`config.mk`:
```
export PLATFORM = sky130hd
export DESIGN_NAME = nlru_chain
export DESIGN_NICKNAME = d
export VERILOG_FILES = /design/src/rtl/core/nlru_pkg.sv /design/src/rtl/core/nlru_cell.sv /design/src/rtl/core/nlru_chain.sv
export SDC_FILE = /design/constraint.sdc
export NUM_CORES = 1
export LEC_CHECK = 0
export BUFFER_PORTS_ARGS = -buffer_cell sky130_fd_sc_hd__buf_2
export CORE_UTILIZATION = 30
export DETAILED_ROUTE_END_ITERATION = 10
export GPL_TIMING_DRIVEN = 0
export SYNTH_ARGS = -nofsm -noshare
export SYNTH_HDL_FRONTEND = slang
export SYNTH_SLANG_ARGS = --single-unit
```
`constraint.sdc`:
```
create_clock -name clk -period 4.26 [get_ports clk]
set_clock_uncertainty 0.05 [all_clocks]
set_input_delay 0.852 -clock clk [delete_from_list [all_inputs] [get_ports clk]]
set_output_delay 0.852 -clock clk [all_outputs]
set_load 0.02 [all_outputs]
```
`src/rtl/core/nlru_pkg.sv`:
```
// Shared types and constants for the near-LRU insertion replacement block.
package nlru_pkg;

  // Default sizing
  localparam int DEF_SETS      = 1024;
  localparam int DEF_WAYS      = 16;
  localparam int DEF_TICK_BITS = 32;

  // Field widths fixed by the interface
  localparam int OP_W    = 2;
  localparam int SETIN_W = 10;
  localparam int WAYIN_W = 4;
  localparam int TICK_W  = 32;
  localparam int RANK_W  = 5;

  localparam logic [RANK_W-1:0] RANK_RESET = 5'd10;

  // Operation codes
  localparam logic [OP_W-1:0] OP_TOUCH = 2'd0;
  localparam logic [OP_W-1:0] OP_INSERT = 2'd1;
  localparam logic [OP_W-1:0] OP_INVAL = 2'd2;
  localparam logic [OP_W-1:0] OP_QUERY = 2'd3;

  // Status a sort cell hands to its right neighbor
  typedef struct packed {
    logic vld;  // cell holds an entry
    logic lt;   // incoming stamp sorts before this cell's entry
  } nlru_link_t;

endpackage

```
`src/rtl/core/nlru_cell.sv`:
```
// One insertion-sort cell: holds a stamp and its way, shifts right on insert.
module nlru_cell
  import nlru_pkg::*;
#(
  parameter int TICK_BITS = DEF_TICK_BITS,
  parameter int WAY_W     = 4
) (
  input  logic                 clk,
  input  logic                 rst,
  input  logic                 clear,
  input  logic                 en,
  input  logic [TICK_BITS-1:0] in_val,
  input  logic [WAY_W-1:0]     in_way,
  input  nlru_link_t           left,
  input  logic [TICK_BITS-1:0] left_val,
  input  logic [WAY_W-1:0]     left_way,
  output nlru_link_t           link,
  output logic [TICK_BITS-1:0] val,
  output logic [WAY_W-1:0]     way
);

  logic vld;
  logic lt;
  logic take_new;
  logic take_left;

  // Strict compare keeps equal stamps in arrival order (lowest way first)
  assign lt        = !vld || (in_val < val);
  assign take_new  = lt && !left.lt;
  assign take_left = lt && left.lt;
  assign link      = '{vld: vld, lt: lt};

  // Valid flag
  always_ff @(posedge clk) begin
    if (rst || clear) begin
      vld <= 1'b0;
    end else if (en) begin
      if (take_new) begin
        vld <= 1'b1;
      end else if (take_left) begin
        vld <= left.vld;
      end
    end
  end

  // Entry payload
  always_ff @(posedge clk) begin
    if (en) begin
      if (take_new) begin
        val <= in_val;
        way <= in_way;
      end else if (take_left) begin
        val <= left_val;
        way <= left_way;
      end
    end
  end

endmodule

```
`src/rtl/core/nlru_chain.sv`:
```
// Row of sort cells; ranks one set's stamps as they stream in, one per cycle while en is high.
module nlru_chain
  import nlru_pkg::*;
#(
  parameter int WAYS      = DEF_WAYS,
  parameter int TICK_BITS = DEF_TICK_BITS,
  parameter int WAY_W     = $clog2(WAYS)
) (
  input  logic                 clk,
  input  logic                 rst,
  input  logic                 clear,
  input  logic                 en,
  input  logic [TICK_BITS-1:0] in_val,
  input  logic [WAY_W-1:0]     in_way,
  input  logic [WAY_W-1:0]     k_idx,
  output logic [TICK_BITS-1:0] kth_val,
  output logic [WAY_W-1:0]     min_way
);

  nlru_link_t           link [WAYS];
  logic [TICK_BITS-1:0] val  [WAYS];
  logic [WAY_W-1:0]     way  [WAYS];

  // Head cell sees an empty left side
  nlru_cell #(.TICK_BITS(TICK_BITS), .WAY_W(WAY_W)) u_head (
    .clk      (clk),
    .rst      (rst),
    .clear    (clear),
    .en       (en),
    .in_val   (in_val),
    .in_way   (in_way),
    .left     ('{vld: 1'b0, lt: 1'b0}),
    .left_val ('0),
    .left_way ('0),
    .link     (link[0]),
    .val      (val[0]),
    .way      (way[0])
  );

  for (genvar i = 1; i < WAYS; i++) begin : g_cell
    nlru_cell #(.TICK_BITS(TICK_BITS), .WAY_W(WAY_W)) u_cell (
      .clk      (clk),
      .rst      (rst),
      .clear    (clear),
      .en       (en),
      .in_val   (in_val),
      .in_way   (in_way),
      .left     (link[i-1]),
      .left_val (val[i-1]),
      .left_way (way[i-1]),
      .link     (link[i]),
      .val      (val[i]),
      .way      (way[i])
    );
  end

  // Head holds the oldest stamp; cell k-1 holds the k-th smallest
  assign min_way = way[0];
  assign kth_val = val[k_idx];

endmodule

```
## Word level (Yosys, flattened, before mapping)

Cells that the tools add are included.

- Register bits: 532
- Input port bits: 44
- Output and inout port bits: 36
- Logic and storage cells: 223

- Magnitude comparators: 17
- Muxes and demuxes: 63
- Bitwise operators: 1
- Reductions and logical operators: 109

Operator list:

| kind | number |
|---|---|
| 2-to-1 mux 32 bit | 32 |
| less-than comparator 32 bit | 16 |
| binary-select mux 32 bit (select 4 bit) | 1 |
| AND reduction 2 bit | 16 |
| logical NOT 1 bit | 31 |
| logical AND 1 bit | 30 |
| 2-to-1 mux 1 bit | 30 |
| nonzero test 2 bit | 15 |
| logical OR 1 bit | 17 |
| >= comparator 5 bit (second input constant) | 1 |
| inverter 4 -> 5 bit | 1 |

## Longest topological paths before layout

- Word-level depth: 6
- Depth in mapped cells: 11
- Mapped depth without buffers: 9

## Cells and area by module

From an unflattened synthesis, not the netlist that was laid out.

- Cell total of the unflattened synthesis: 6736
- Area total of the unflattened synthesis: 58925.3 sq um

Modules (own cells, without submodules):

| module | instances | cells each | area each (sq um) |
|---|---|---|---|
| nlru_cell | 16 | 404 | 3449.6 |
| nlru_chain | 1 | 272 | 3732.3 |

## Worst setup path after synthesis

Ideal clock, no wire load.

- Kind: input to register
- Start point: in in_val[27]
- End point: reg g_cell[12].u_cell.val[0] (enable)
- Library setup time: 0.421 ns
- Arrival: 3.516 ns
- Data required time: 3.789 ns
- Slack: 0.273 ns
- Stages on the path: 7
- Path through: ha_1 a21oi_1 o21ai_0 a221o_1 a22o_1 a31o_2 nor2_1

- Longest elaborated chain between the ends: 6

RTL lines:

| what | line | text |
|---|---|---|
| start: declaration | nlru_chain.sv:13 | `input logic [TICK_BITS-1:0] in_val,` |
| less-than comparator 32 bit | nlru_cell.sv:28 | `assign lt = !vld \|\| (in_val < val);` |
| logical OR 1 bit | nlru_cell.sv:28 |  |
| logical NOT 1 bit | nlru_cell.sv:29 | `assign take_new = lt && !left.lt;` |
| logical AND 1 bit | nlru_cell.sv:29 |  |
| nonzero test 2 bit (no line) (*) | -- |  |
| AND reduction 2 bit (no line) (*) | -- |  |
| end signal: assignment | nlru_cell.sv:50 | `val <= in_val;` |
| end signal: assignment | nlru_cell.sv:53 | `val <= left_val;` |
| end: declaration | nlru_cell.sv:18 | `output logic [TICK_BITS-1:0] val,` |

Mark *: on every way between the ends. The rest lies on a longest branch, timed or not.
A chain may end at the register's enable or synchronous reset.

## Final worst setup path

- Start point: in in_val[31]
- End point: reg g_cell[2].u_cell.val[18] (data pin)

- Longest elaborated chain between the ends: 5

RTL lines:

| what | line | text |
|---|---|---|
| less-than comparator 32 bit | nlru_cell.sv:28 |  |
| logical OR 1 bit | nlru_cell.sv:28 |  |
| logical NOT 1 bit | nlru_cell.sv:29 |  |
| logical AND 1 bit (*) | nlru_cell.sv:29 |  |
| 2-to-1 mux 32 bit (*) | nlru_cell.sv:49 | `if (take_new) begin` |
| end signal: assignment | nlru_cell.sv:50 |  |
| end signal: assignment | nlru_cell.sv:53 |  |
| end: declaration | nlru_cell.sv:18 |  |

Marked as above.

==> results.md <==
- Status: completed
- Clk_lat worst skew: 0.64 ns
- WS Path Type: input pin to flop
- Die area: 0.129 mm²
- IO Port Bufs: 76
- Hold WC Path Type: input pin to flop
- Buf/Inv on CP: 3
- Final GP Congestion: 0.897
- Vias post-DR: 25.8k
- Post-Syn Area per Cell: 12.0 µm²
- Arrival @ worst endpoint: 4.58 ns
- Inst Count DP: 4,928
- Inserted Clock Buffers: 66
- Pin count of the biggest net entering global routing: 26
- Number of global-route vias before repair: 25.3k
- Final Util: 0.344
- CTS tree: done
- CTS Buffer Depth: 3
- Final hold vios: 0
- Setup TNS Final: 0 ns
- Synth Warn #: 0
- Register Area: 0.0158 mm²
- Fill cells: 12.5k
- Design Power: 15.1 mW
- Share of layout cells above drive strength 1: 0.262
- Placed Area: 0.0412 mm²
- Mapped Nets: 3,726
- Ys flop type: edfxtp_1
- Ports: 80
- Hold_ws: 0.348 ns
- Fin. max-slew vios: 0
- Max-cap viol count: 0
- Area of the multi-input gates: 0.0199 mm²
- Worst slew pin tran: 1.19 ns
- Sequential cell area fraction in the yosys report: 0.412
- Hpwl dp: 89.9 mm
- H-tree Lvls: 3
- Wirelength, routed: 117 mm
- Synth Register Bits: 532
- Core Box Area: 0.126 mm²
- First-pass GRT wire length: 172 mm
- Hold Crit Depth: 1
- Worst path depth: 11
- Worst-path maximum fanout: 23
- Slowest stage delay, CP: 0.44 ns
- Die Ht: 360 µm
- Minimum clock period: 4.26 ns
- Leakage: 18.2 nW
- Initial DRC Count: 2,108
- Final Non-Filler Cells: 5,046
- Initial core utilization: 0.304
- Final period util: 0.999
- Design area: 0.0434 mm²
- Peak VDD IR: 0.250 mV
- Post-synth ARST share: 0
- Antenna Violating Nets Remaining: 0
- Setup ws final: 0.00249 ns
- Die width: 360 µm
- Synth-to-Final Area Change: 13.1%
- Grt ovf: 0
- CP delay by family, top: simple AND/OR/NAND/NOR gates
- Crit path cell chain: buf_2, ha_1, nand4_1, nor4_1, nand4_1, a21oi_2, a21oi_1, nand2b_1, clkbuf_2, buf_4, mux2_2
- Reg2reg path depth: 11
- Number of diodes: 0
- WL per Instance: 23.1 µm
- Total setup buffers inserted after CTS: 0
- Netlist cell types: 53
- CP required: 4.58 ns
- Relative slew slack: 0.208
- CTS sink count: 532
- Cell Area, Synth: 0.0384 mm²
- Final setup fails: 0
- Cell Pwr Density: 349 mW/mm²
- Via-to-Cell Ratio: 5.10
- Gr usage total: 0.178
- Rows: 130
- Post-Place Worst Slack: -1.19 ns
- CP startpoint kind: input pin
- Clock transition at path regs: 0.06 ns
- Syn Inst Count: 3,186
- Nets: 3,886
- Most used cell, CP: nand4_1
- Pre-antenna DRT Iters: 5
- Critical Path Slowest Stage Cell: nand4_1
- CP endpoint kind: flop
- Root Driver: clkbuf_16
- DRC Markers: 0
- RSZ-0062 raised after global routing: false
- Antenna violations before repair: 4
- Post-synth EDFFs: 516
- Maximum clock frequency: 235 MHz
-- sequential cells by signal, indices dropped and copies added, names as in the netlist --
name and count:
g_cell.u_cell.vld 15, u_head.val 32, u_head.vld 1, u_head.way 4, g_cell.u_cell.val 480
-- worst register-to-register path, delay by kind of cell (launching register included) --
kind,cells,cell delay [ns]
buffers and inverters,3,0.70
multiplexers,1,0.38
AND/OR/NAND/NOR,4,1.29
flip-flops,1,0.36
AO/OA/AOI/OAI,2,0.65
adder cells (fa/ha/maj),1,0.37
-- cell families (layout without fill, tap and decap cells) --
family,Yosys count,count (layout),synth area share
flops,532,532,0.412
mux,640,640,0.235
buf+inv,666,876,0.0714
fa+ha+maj,496,496,0.162
simple gates,405,405,0.0498
compound gates,447,447,0.0702
-- path summary, 6_finish.rpt --
check,endpoint,startpoint,slack (ns)
max,g_cell[2].u_cell.val[18],in_val[31],0.002
min,u_head.way[1],in_way[1],0.35
max reg2reg,g_cell[2].u_cell.val[18],g_cell[2].u_cell.val[31],0.20
min reg2reg,g_cell[8].u_cell.vld,g_cell[7].u_cell.vld,0.48
-- cell type report --
type / instances / share of cell area
plain buffers: 125 / 0.0188
clock buffers: 82 / 0.0409
clock inverters: 36 / 0.00747
inverters: 541 / 0.0468
multi-input cells: 1988 / 0.458
flip-flops and latches: 532 / 0.364
well taps: 1650 / 0.0476
repair buffers: 92 / 0.0161
-- power by group --
part,switching (mW),leakage [nW],internal (mW)
logic,1.71,12.0,1.26
registers,0.298,5.17,6.24
clock network,2.42,1.02,3.22
-- metal layers --
layer | vias to the layer above | track usage | part of all wire
met5 | - | 0 | 0.00030
met4 | 6 | 0.0833 | 0.048
met3 | 187 | 0.0257 | 0.051
met2 | 732 | 0.282 | 0.46
met1 | 12700 | 0.238 | 0.44
li1 | 12100 | - | -
-- cells in the final DEF (no fill, tap or decap), types with 9 or more instances in the layout --
master and n:
mux2_1 49, mux4_2 160, a221oi_1 21, inv_1 541, buf_12 16, ha_1 496, a21oi_1 226, a21o_1 13
o21a_1 9, clkbuf_16 68, clkbuf_1 57, nor2_1 69, buf_6 9, buf_4 37, nand4_1 36, a2111o_1 13
nand2_1 168, and4_1 22, mux2_2 431, dfxtp_1 16, clkinv_1 14, nand2b_1 19, a221o_1 9, buf_2 83
and2_2 11, nor3_1 15, clkbuf_2 11, nand3_1 45, o21ai_0 94, edfxtp_1 516
-- cells in the mapped netlist (6+ instances only) --
library cell	n	area (µm²)
and4_1	22	193
nor2_1	74	278
nand3_1	45	225
o21ai_0	94	470
nand4_1	36	225
o221ai_1	7	61.3
dfxtp_1	16	320
a221o_1	9	90.1
o21a_1	9	67.6
a21oi_1	227	1140
mux4_2	160	3600
a21oi_2	6	52.6
a221oi_1	21	184
buf_1	14	52.6
a21o_1	13	97.6
inv_1	541	2030
ha_1	496	6210
clkbuf_1	58	218
nor3_1	15	75.1
edfxtp_1	516	15500
and2_1	12	75.1
a22o_1	7	61.3
nand2b_1	19	119
a2111o_1	13	146
nand2_1	168	631
buf_6	9	101
o22ai_1	7	43.8
mux2_2	431	4850
buf_4	35	263
mux2_1	49	552
-- repair_timing --
| action | CTS | global route |
|---|---|---|
| resized for setup | 47 | 3 |
| hold buffers | 0 | 0 |
| setup endpoints to repair | 46 | 32 |
No activity file was read; power rests on OpenSTA's default activity.
